## config.mk

```make
export PLATFORM = sky130hd
export DESIGN_NAME = sorted_list_merge
export DESIGN_NICKNAME = d
export VERILOG_FILES = /design/src/design/slm_pkg.sv /design/src/design/slm_ctrl.sv /design/src/design/slm_datapath.sv /design/src/design/sorted_list_merge.sv
export SDC_FILE = /design/constraint.sdc
export NUM_CORES = 2
export LEC_CHECK = 0
export BUFFER_PORTS_ARGS = -buffer_cell sky130_fd_sc_hd__buf_2
export CELL_PAD_IN_SITES_DETAIL_PLACEMENT = 1
export CELL_PAD_IN_SITES_GLOBAL_PLACEMENT = 2
export CORE_ASPECT_RATIO = 1.1
export CORE_UTILIZATION = 47
export DETAILED_ROUTE_END_ITERATION = 12
export PLACE_DENSITY_LB_ADDON = 0.1
export SLEW_MARGIN = 20
export SYNTH_ARGS = -nofsm -noshare
export SYNTH_HDL_FRONTEND = slang
export SYNTH_HIERARCHICAL = 1
export SYNTH_SLANG_ARGS = --single-unit
export TNS_END_PERCENT = 30
```

## constraint.sdc

```tcl
create_clock -name aclk -period 6.4 [get_ports aclk]
set_clock_uncertainty 0.15 [all_clocks]
set_input_delay 0.32 -clock aclk [delete_from_list [all_inputs] [get_ports aclk]]
set_output_delay 0.32 -clock aclk [all_outputs]
set_load 0.02 [all_outputs]
```

## src/design/slm_pkg.sv

```systemverilog
`timescale 1ns / 1ps

package slm_pkg;

    // fixed field widths
    localparam int VALUE_W  = 32;
    localparam int POS_W    = 6;
    localparam int SUM_W    = POS_W + 1;
    localparam int ACTION_W = 2;
    localparam int S_DATA_W = 32;
    localparam int M_DATA_W = 40;

    // request kinds carried on s_tuser
    typedef enum logic [ACTION_W-1:0] {
        ACT_PUSH_A = 2'd0,
        ACT_PUSH_B = 2'd1,
        ACT_MERGE  = 2'd2
    } action_t;

    typedef enum logic [1:0] {
        ST_IDLE,
        ST_MERGE,
        ST_EMPTY
    } state_t;

    // controller to datapath
    typedef struct packed {
        logic push_a;
        logic push_b;
        logic step;
        logic emit_empty;
    } slm_cmd_t;

    // datapath to controller
    typedef struct packed {
        logic out_free;
        logic last_step;
        logic lists_empty;
    } slm_status_t;

endpackage

```

## src/design/slm_ctrl.sv

```systemverilog
`timescale 1ns / 1ps

module slm_ctrl (
    input  logic                        aclk,
    input  logic                        aresetn,
    input  logic                        s_tvalid,
    output logic                        s_tready,
    input  logic [slm_pkg::ACTION_W-1:0] action,
    input  slm_pkg::slm_status_t        status,
    output slm_pkg::slm_cmd_t           cmd
);
    import slm_pkg::*;

    state_t  state_reg;
    state_t  state_next;
    action_t act;
    logic    accept;

    assign act    = action_t'(action);
    assign accept = s_tvalid && s_tready;

    // state register
    always_ff @(posedge aclk) begin
        if (!aresetn) begin
            state_reg <= ST_IDLE;
        end else begin
            state_reg <= state_next;
        end
    end

    // next state
    always_comb begin
        state_next = state_reg;
        case (state_reg)
            ST_IDLE: begin
                if (accept && act == ACT_MERGE) begin
                    state_next = status.lists_empty ? ST_EMPTY : ST_MERGE;
                end
            end
            ST_MERGE: begin
                if (status.out_free && status.last_step) begin
                    state_next = ST_IDLE;
                end
            end
            ST_EMPTY: begin
                if (status.out_free) begin
                    state_next = ST_IDLE;
                end
            end
            default: begin
                state_next = ST_IDLE;
            end
        endcase
    end

    // outputs, ready is always high while idle
    always_comb begin
        s_tready       = 1'b0;
        cmd.push_a     = 1'b0;
        cmd.push_b     = 1'b0;
        cmd.step       = 1'b0;
        cmd.emit_empty = 1'b0;
        case (state_reg)
            ST_IDLE: begin
                s_tready   = 1'b1;
                cmd.push_a = s_tvalid && act == ACT_PUSH_A;
                cmd.push_b = s_tvalid && act == ACT_PUSH_B;
            end
            ST_MERGE: begin
                cmd.step = status.out_free;
            end
            ST_EMPTY: begin
                cmd.emit_empty = status.out_free;
            end
            default: begin
                s_tready = 1'b0;
            end
        endcase
    end

endmodule

```

## src/design/slm_datapath.sv

```systemverilog
`timescale 1ns / 1ps

module slm_datapath #(
    parameter int LIST_DEPTH = 32
) (
    input  logic                         aclk,
    input  logic                         aresetn,
    input  logic [slm_pkg::VALUE_W-1:0]  value,
    input  slm_pkg::slm_cmd_t            cmd,
    output slm_pkg::slm_status_t         status,
    output logic                         m_tvalid,
    input  logic                         m_tready,
    output logic [slm_pkg::M_DATA_W-1:0] m_tdata,
    output logic                         m_tlast,
    output logic [0:0]                   m_tuser
);
    import slm_pkg::*;

    localparam int CNT_W  = $clog2(LIST_DEPTH + 1);
    localparam int ADDR_W = (LIST_DEPTH > 1) ? $clog2(LIST_DEPTH) : 1;
    localparam logic [CNT_W-1:0] DEPTH_C = CNT_W'(LIST_DEPTH);

    logic [VALUE_W-1:0] mem_a [LIST_DEPTH];
    logic [VALUE_W-1:0] mem_b [LIST_DEPTH];

    logic [CNT_W-1:0]   a_cnt_reg, a_cnt_next;
    logic [CNT_W-1:0]   b_cnt_reg, b_cnt_next;
    logic [ADDR_W-1:0]  a_rd_addr, b_rd_addr;
    logic [VALUE_W-1:0] a_head_reg, b_head_reg;
    logic [SUM_W-1:0]   sum_m1;
    logic               take_a;
    logic               a_full, b_full;

    logic               out_valid_reg, out_valid_next;
    logic [POS_W-1:0]   out_pos_reg;
    logic [VALUE_W-1:0] out_value_reg;
    logic               out_last_reg;
    logic               out_empty_reg;

    assign a_full = (a_cnt_reg == DEPTH_C);
    assign b_full = (b_cnt_reg == DEPTH_C);

    // merge from the back: larger head wins, b wins ties
    assign take_a = (b_cnt_reg == '0) ||
                    ((a_cnt_reg != '0) && ($signed(a_head_reg) > $signed(b_head_reg)));

    assign sum_m1 = SUM_W'(a_cnt_reg) + SUM_W'(b_cnt_reg) - SUM_W'(1);

    // list counts
    always_comb begin
        a_cnt_next = a_cnt_reg;
        b_cnt_next = b_cnt_reg;
        if (cmd.push_a && !a_full) begin
            a_cnt_next = a_cnt_reg + CNT_W'(1);
        end
        if (cmd.push_b && !b_full) begin
            b_cnt_next = b_cnt_reg + CNT_W'(1);
        end
        if (cmd.step) begin
            if (take_a) begin
                a_cnt_next = a_cnt_reg - CNT_W'(1);
            end else begin
                b_cnt_next = b_cnt_reg - CNT_W'(1);
            end
        end
    end

    always_ff @(posedge aclk) begin
        if (!aresetn) begin
            a_cnt_reg <= '0;
            b_cnt_reg <= '0;
        end else begin
            a_cnt_reg <= a_cnt_next;
            b_cnt_reg <= b_cnt_next;
        end
    end

    // read address follows the next count so the head is ready every cycle
    assign a_rd_addr = (a_cnt_next == '0) ? '0 : ADDR_W'(a_cnt_next - CNT_W'(1));
    assign b_rd_addr = (b_cnt_next == '0) ? '0 : ADDR_W'(b_cnt_next - CNT_W'(1));

    // list a store
    always_ff @(posedge aclk) begin
        if (cmd.push_a && !a_full) begin
            mem_a[a_cnt_reg[ADDR_W-1:0]] <= value;
        end
        a_head_reg <= mem_a[a_rd_addr];
    end

    // list b store
    always_ff @(posedge aclk) begin
        if (cmd.push_b && !b_full) begin
            mem_b[b_cnt_reg[ADDR_W-1:0]] <= value;
        end
        b_head_reg <= mem_b[b_rd_addr];
    end

    // output register
    always_comb begin
        out_valid_next = out_valid_reg;
        if (m_tready) begin
            out_valid_next = 1'b0;
        end
        if (cmd.step || cmd.emit_empty) begin
            out_valid_next = 1'b1;
        end
    end

    always_ff @(posedge aclk) begin
        if (!aresetn) begin
            out_valid_reg <= 1'b0;
        end else begin
            out_valid_reg <= out_valid_next;
        end
    end

    always_ff @(posedge aclk) begin
        if (cmd.step) begin
            out_pos_reg   <= sum_m1[POS_W-1:0];
            out_value_reg <= take_a ? a_head_reg : b_head_reg;
            out_last_reg  <= (sum_m1 == '0);
            out_empty_reg <= 1'b0;
        end else if (cmd.emit_empty) begin
            out_pos_reg   <= '0;
            out_value_reg <= '0;
            out_last_reg  <= 1'b1;
            out_empty_reg <= 1'b1;
        end
    end

    assign status.out_free    = !out_valid_reg || m_tready;
    assign status.last_step   = (sum_m1 == '0);
    assign status.lists_empty = (a_cnt_reg == '0) && (b_cnt_reg == '0);

    assign m_tvalid = out_valid_reg;
    assign m_tdata  = {{(M_DATA_W - VALUE_W - POS_W){1'b0}}, out_value_reg, out_pos_reg};
    assign m_tlast  = out_last_reg;
    assign m_tuser  = out_empty_reg;

    // counts never pass the list depth
    a_cnt_range: assert property (@(posedge aclk) disable iff (!aresetn)
        a_cnt_reg <= DEPTH_C && b_cnt_reg <= DEPTH_C)
        else $error("list count above depth");

    // the final merge step leaves both lists empty
    merge_clears: assert property (@(posedge aclk) disable iff (!aresetn)
        (cmd.step && status.last_step) |=> (a_cnt_reg == '0 && b_cnt_reg == '0))
        else $error("counts not cleared after merge");

    // an empty result always closes its run
    empty_is_last: assert property (@(posedge aclk) disable iff (!aresetn)
        (m_tvalid && m_tuser[0]) |-> m_tlast)
        else $error("empty result without last");

    // no step is issued with nothing left to merge
    step_has_data: assert property (@(posedge aclk) disable iff (!aresetn)
        cmd.step |-> !status.lists_empty)
        else $error("merge step on empty lists");

endmodule

```

## src/design/sorted_list_merge.sv

```systemverilog
`timescale 1ns / 1ps

// Merges two ascending lists of signed 32-bit values. A request with
// s_tuser = 0 or 1 appends s_tdata to list A or B; pushes into a full list
// are dropped. A request with s_tuser = 2 merges both lists from the back
// and streams out one result per element, highest position first, one per
// cycle while m_tready is high; m_tlast marks position 0, ties place the
// B element above the A element, and two empty lists give a single result
// with m_tuser set. Both lists are empty again after a merge. Each list is a
// memory with one write port and one read port, read every cycle at the
// address of its next head. A merge holds off new requests until its last
// result, or the empty result, has been issued.
// Code 3 is accepted and ignored.
module sorted_list_merge #(
    parameter int LIST_DEPTH = 32
) (
    input  logic                         aclk,
    input  logic                         aresetn,
    input  logic                         s_tvalid,
    output logic                         s_tready,
    input  logic [slm_pkg::S_DATA_W-1:0] s_tdata,   // value[31:0]
    input  logic [slm_pkg::ACTION_W-1:0] s_tuser,   // action[1:0]
    output logic                         m_tvalid,
    input  logic                         m_tready,
    output logic [slm_pkg::M_DATA_W-1:0] m_tdata,   // position[5:0], value_res[37:6], zero
    output logic                         m_tlast,
    output logic [0:0]                   m_tuser    // empty_res[0]
);
    import slm_pkg::*;

    slm_cmd_t    cmd;
    slm_status_t status;

    slm_ctrl u_ctrl (
        .aclk     (aclk),
        .aresetn  (aresetn),
        .s_tvalid (s_tvalid),
        .s_tready (s_tready),
        .action   (s_tuser),
        .status   (status),
        .cmd      (cmd)
    );

    slm_datapath #(
        .LIST_DEPTH (LIST_DEPTH)
    ) u_datapath (
        .aclk     (aclk),
        .aresetn  (aresetn),
        .value    (s_tdata[VALUE_W-1:0]),
        .cmd      (cmd),
        .status   (status),
        .m_tvalid (m_tvalid),
        .m_tready (m_tready),
        .m_tdata  (m_tdata),
        .m_tlast  (m_tlast),
        .m_tuser  (m_tuser)
    );

endmodule

```

==> results_tabular.tex <==
\begin{tabular}{lr}
\hline
Metric & Value \\
\hline
\multicolumn{2}{l}{\textbf{Outcome}} \\
\quad Run status & finished with violations \\
\quad Violations in the final reports & negative hold slack \\
\multicolumn{2}{l}{\textbf{Critical path}} \\
\quad Endpoint class of the critical path & flop \\
\quad CP startpoint & u\_datapath/b\_head\_reg[31] \\
\quad Highest cell delay on the worst timing path & 0.76 ns \\
\quad Cells along the critical path & inv\_1 > ha\_1 > nand4\_1 > or4\_1 > o21a\_1 > and4\_4 > or4\_2 > nor3\_4 > nor2\_4 > clkinv\_2 > ha\_1 > xnor3\_1 > a21oi\_4 > buf\_12 > o211ai\_1 > o22ai\_1 > or3\_1 > o311ai\_1 \\
\quad Startpoint types & flop \\
\quad CP arrival & 6.75 ns \\
\quad Critical R2R Launch & u\_datapath/b\_head\_reg[31] \\
\quad Logic depth of the worst register-to-register path & 18 \\
\quad Most prevalent standard cell on the critical path & sky130\_fd\_sc\_hd\_\_ha\_1 \\
\quad Crit path required time & 6.91 ns \\
\quad Worst flop-to-flop path endpoint & u\_datapath/a\_head\_reg[13] \\
\quad Highest net fanout along the worst path & 59 \\
\quad Slowest library cell on the worst path & sky130\_fd\_sc\_hd\_\_or4\_2 \\
\quad Worst path top cell family by delay & simple AND/OR/NAND/NOR gates \\
\quad Worst R2R Setup Slack & 0.16 ns \\
\quad Startpoint-to-endpoint class of the critical path & flop to flop \\
\quad Buf+Inv Stages, Crit Path & 3 \\
\multicolumn{2}{l}{\textbf{GRT}} \\
\quad GRT Overall Usage & 31.5\% \\
\quad Overflow after GRT & 0 \\
\quad Largest net degree at the start of global routing & 138 \\
\quad Wire length of the first global-routing pass & 417 mm \\
\quad Initial antenna violation count & 17 \\
\quad Number of global-route vias before repair & 56100 \\
\multicolumn{2}{l}{\textbf{Routing}} \\
\quad Routed via count & 56100 \\
\quad Number of DRC markers after the initial detailed-route iteration & 6865 \\
\quad Post-detailed-route via-to-cell ratio & 6.53 \\
\quad Remaining number of nets flagged by the antenna check after routing & 0 \\
\quad First-pass detailed-route iteration total & 6 \\
\quad Total routed wirelength & 296 mm \\
\quad DR WL/cell & 34.5 um \\
\quad Post-route DRC violation count & 0 \\
\multicolumn{2}{l}{\textbf{Logic synthesis}} \\
\quad Cell variety after synth & 89 \\
\quad Async SR Flop Fraction & 0\% \\
\quad Cell with the most instances after synthesis & sky130\_fd\_sc\_hd\_\_edfxtp\_1 \\
\quad Top post-synthesis cells by area & sky130\_fd\_sc\_hd\_\_edfxtp\_1, sky130\_fd\_sc\_hd\_\_mux2i\_1, sky130\_fd\_sc\_hd\_\_nand2\_1 \\
\quad Area of the mapped netlist & 0.0867 mm2 \\
\quad Avg Inst Size Synth & 15.1 um2 \\
\quad Leading area contributor after synthesis & sky130\_fd\_sc\_hd\_\_edfxtp\_1 \\
\quad Yosys warns & 6 \\
\quad Register area share after synthesis & 74.1\% \\
\quad Yosys top cell area share & 72.2\% \\
\quad List of most frequent post-synthesis cells & sky130\_fd\_sc\_hd\_\_edfxtp\_1, sky130\_fd\_sc\_hd\_\_nand2\_1, sky130\_fd\_sc\_hd\_\_a21oi\_1, sky130\_fd\_sc\_hd\_\_clkbuf\_1, sky130\_fd\_sc\_hd\_\_mux2i\_1 \\
\quad Synthesized instance count & 5735 \\
\quad EDFF count, synth & 2087 \\
\quad Predominant post-synthesis flop cell & sky130\_fd\_sc\_hd\_\_edfxtp\_1 \\
\quad Register bit total from synthesis & 2167 \\
\multicolumn{2}{l}{\textbf{Placement}} \\
\quad RD Place Congestion & 0.871 \\
\quad Post-placement worst setup slack & -0.0874 ns \\
\quad Number of instances in the placed design & 8164 \\
\quad Placed wire-length estimate after detailed placement & 171 mm \\
\quad Placed inst area & 0.0924 mm2 \\
\quad IO buf count & 79 \\
\multicolumn{2}{l}{\textbf{Power and ir drop}} \\
\quad Relative contribution of combinational cells to total power & 43.1\% \\
\quad Portion of total power attributed to sequential cells & 32.7\% \\
\quad Switching power of the nets & 0.0199 W \\
\quad Leakage component of the power & 31.9 nW \\
\quad Overall power after layout & 0.0497 W \\
\quad Fraction of power consumed by the clock network & 24.2\% \\
\quad Switching share of power & 40.0\% \\
\quad Internal portion of total power & 0.0298 W \\
\quad Power density normalized to cell area & 500 mW/mm2 \\
\quad Peak ir drop on the vdd network & 0.796 mV \\
\multicolumn{2}{l}{\textbf{Hold path}} \\
\quad Path category of the worst min-delay check & input pin to flop \\
\quad Hold Startpoint & s\_tdata[25] \\
\quad Worst Hold End & u\_datapath/mem\_a[3][25] \\
\quad Count of cells along the worst hold path & 2 \\
\multicolumn{2}{l}{\textbf{Floorplan}} \\
\quad Floorplan die width & 412 um \\
\quad Area of the die & 0.186 mm2 \\
\quad Standard-cell rows & 165 \\
\quad IO Pins & 82 \\
\quad Starting utilization of the core area & 47.3\% \\
\quad Height of the die & 453 um \\
\quad Area inside the core boundary & 0.184 mm2 \\
\multicolumn{2}{l}{\textbf{STA}} \\
\quad Setup repair after global routing missed its margin & no \\
\quad Final hold violation count & 4 \\
\quad Worst-margin pin slew & 1.22 ns \\
\quad Pins Over Slew Limit & 0 \\
\quad Worst-case headroom to the max-slew limit & 18.8\% \\
\quad Clock period minus worst slack & 6.24 ns \\
\quad Maximum clock rate & 160 MHz \\
\quad Number of endpoints failing setup at the final stage & 0 \\
\quad Crit share post-route & 97.5\% \\
\quad Worst setup slack after layout & 0.157 ns \\
\quad Hold slack final & -0.00178 ns \\
\multicolumn{2}{l}{\textbf{Cells and area}} \\
\quad Total Nets Final & 6075 \\
\quad Utilization of the core after routing & 54.1\% \\
\quad Area added between synthesis and finish & 14.5\% \\
\quad Cell Count, Final, Fillers Out & 8590 \\
\quad Count of filler cells inserted in the layout & 17200 \\
\quad Fraction of final layout cells sized beyond drive strength 1 & 15.5\% \\
\quad Multi-input gate area & 0.0214 mm2 \\
\quad Flip-flop and latch area & 0.0643 mm2 \\
\quad Post-Layout Inst Area & 0.0993 mm2 \\
\multicolumn{2}{l}{\textbf{Clocking}} \\
\quad TritonCTS clock tree & done \\
\quad Root buffer cell & sky130\_fd\_sc\_hd\_\_clkbuf\_16 \\
\quad Source-to-sink clock delay at the later pin of the worst-skew pair & 0.87 ns \\
\quad Clock slew at reported path FFs & 0.06 ns \\
\quad CTS Buffer Depth & 3 \\
\quad TritonCTS buffer count & 215 \\
\quad Number of H-tree levels & 4 \\
\quad Clock sink total & 2167 \\
\multicolumn{2}{l}{\textbf{Flow run}} \\
\quad Max Cap Viol & 0 \\
\hline
\end{tabular}
## worst max-delay path by stage
stage	end	slack [ns]	depth (start not counted)
final	u_datapath/a_head_reg[13]	0.16	18
after global routing	u_datapath/a_head_reg[13]	0.01	18
after CTS	u_datapath/a_head_reg[6]	-0.03	18
after detailed placement	u_datapath/a_head_reg[24]	-0.09	17
after global placement	u_datapath/a_head_reg[5]	-0.54	14
after floorplan	u_datapath/a_head_reg[30]	0.61	25
## per-stage QoR
stage          hold slack [ns]  setup TNS, ns
4_1_cts               0.000171        -0.0338
2_1_floorplan            0.269              0
6_report              -0.00178              0
3_5_place_dp             0.338         -0.222
5_1_grt                 0.0171              0
3_3_place_gp             0.319          -1.36
## power by group through the flow
stage | combinational [W] | sequential [W] | clock (W)
after detailed placement | 0.0209 | 0.0165 | 0
after global placement | 0.0205 | 0.0165 | 0
after floorplan | 0.0113 | 0.0164 | 0
after CTS | 0.0211 | 0.0162 | 0.0122
after global routing | 0.0225 | 0.0162 | 0.0127
final | 0.0214 | 0.0162 | 0.0120
## routing by layer
metal  global-route usage (%)  up-vias  share of wire, %
li1                         -    23400                 -
met1                     45.3    29600                42
met2                     49.4     2561                47
met3                     4.56      452               7.9
met4                     10.5        2               3.2
met5                        0        -            0.0044
## layout by cell type, fill, tap and decap left out, drive strengths merged, types with 27 or more instances in the layout
cell type	netlist	routed
o21ai	196	196
inv	68	69
dfxtp	80	80
a221oi	115	115
o221ai	79	79
mux2i	250	250
edfxtp	2087	2087
nand2	622	622
and2	35	35
buf	104	406
o2bb2ai	31	31
clkbuf	291	302
or3	35	35
o211ai	96	96
a22oi	202	202
a221o	74	74
o221a	44	44
o311ai	46	46
nor3	50	50
ha	55	55
clkinv	1	91
o22a	27	27
mux2	87	87
a21oi	385	385
nor2	112	112
nand3	173	173
o22ai	55	55
## worst register-to-register path, cell delays in order (launching register included)
cell and delay (ns):
sky130_fd_sc_hd__dfxtp_1 0.48, sky130_fd_sc_hd__inv_1 0.10, sky130_fd_sc_hd__ha_1 0.40, sky130_fd_sc_hd__nand4_1 0.29, sky130_fd_sc_hd__or4_1 0.54, sky130_fd_sc_hd__o21a_1 0.24
sky130_fd_sc_hd__and4_4 0.16, sky130_fd_sc_hd__or4_2 0.76, sky130_fd_sc_hd__nor3_4 0.26, sky130_fd_sc_hd__nor2_4 0.11, sky130_fd_sc_hd__clkinv_2 0.12, sky130_fd_sc_hd__ha_1 0.28
sky130_fd_sc_hd__xnor3_1 0.41, sky130_fd_sc_hd__a21oi_4 0.21, sky130_fd_sc_hd__buf_12 0.31, sky130_fd_sc_hd__o211ai_1 0.30, sky130_fd_sc_hd__o22ai_1 0.19, sky130_fd_sc_hd__or3_1 0.38
sky130_fd_sc_hd__o311ai_1 0.35
## cell type report
type,count,share of cell area [%]
Sequential cell,2167,64.7
Multi-Input combinational cell,3105,21.5
Clock buffer,302,6.04
Timing Repair Buffer,423,3.73
Tap cell,2421,3.05
Clock inverter,98,0.616
Inverter,69,0.268
Antenna cell,5,0.0126
## logic make-up (layout without fill, tap and decap cells)
group | after synthesis | in the layout | synth area share (%)
muxes | 338 | 338 | 4.04
DFF | 2167 | 2167 | 74.1
buffers and inverters | 464 | 892 | 2.13
AOI/OAI and AO/OA | 1574 | 1574 | 13.0
adders and majority gates | 56 | 56 | 0.816
xor gates and xnor gates | 15 | 15 | 0.183
and+or+nand+nor | 1120 | 1120 | 5.75
other | 1 | 7 | 0.00432
## what timing repair did
item,CTS,global route
gates resized for setup,4,6
setup buffers,0,1
pin swaps,0,2
hold buffers,17,0
endpoints found under the hold margin,192,0
endpoints found under the setup margin,4,14
gates cloned,0,0
No activity file was read; power rests on OpenSTA's default activity.
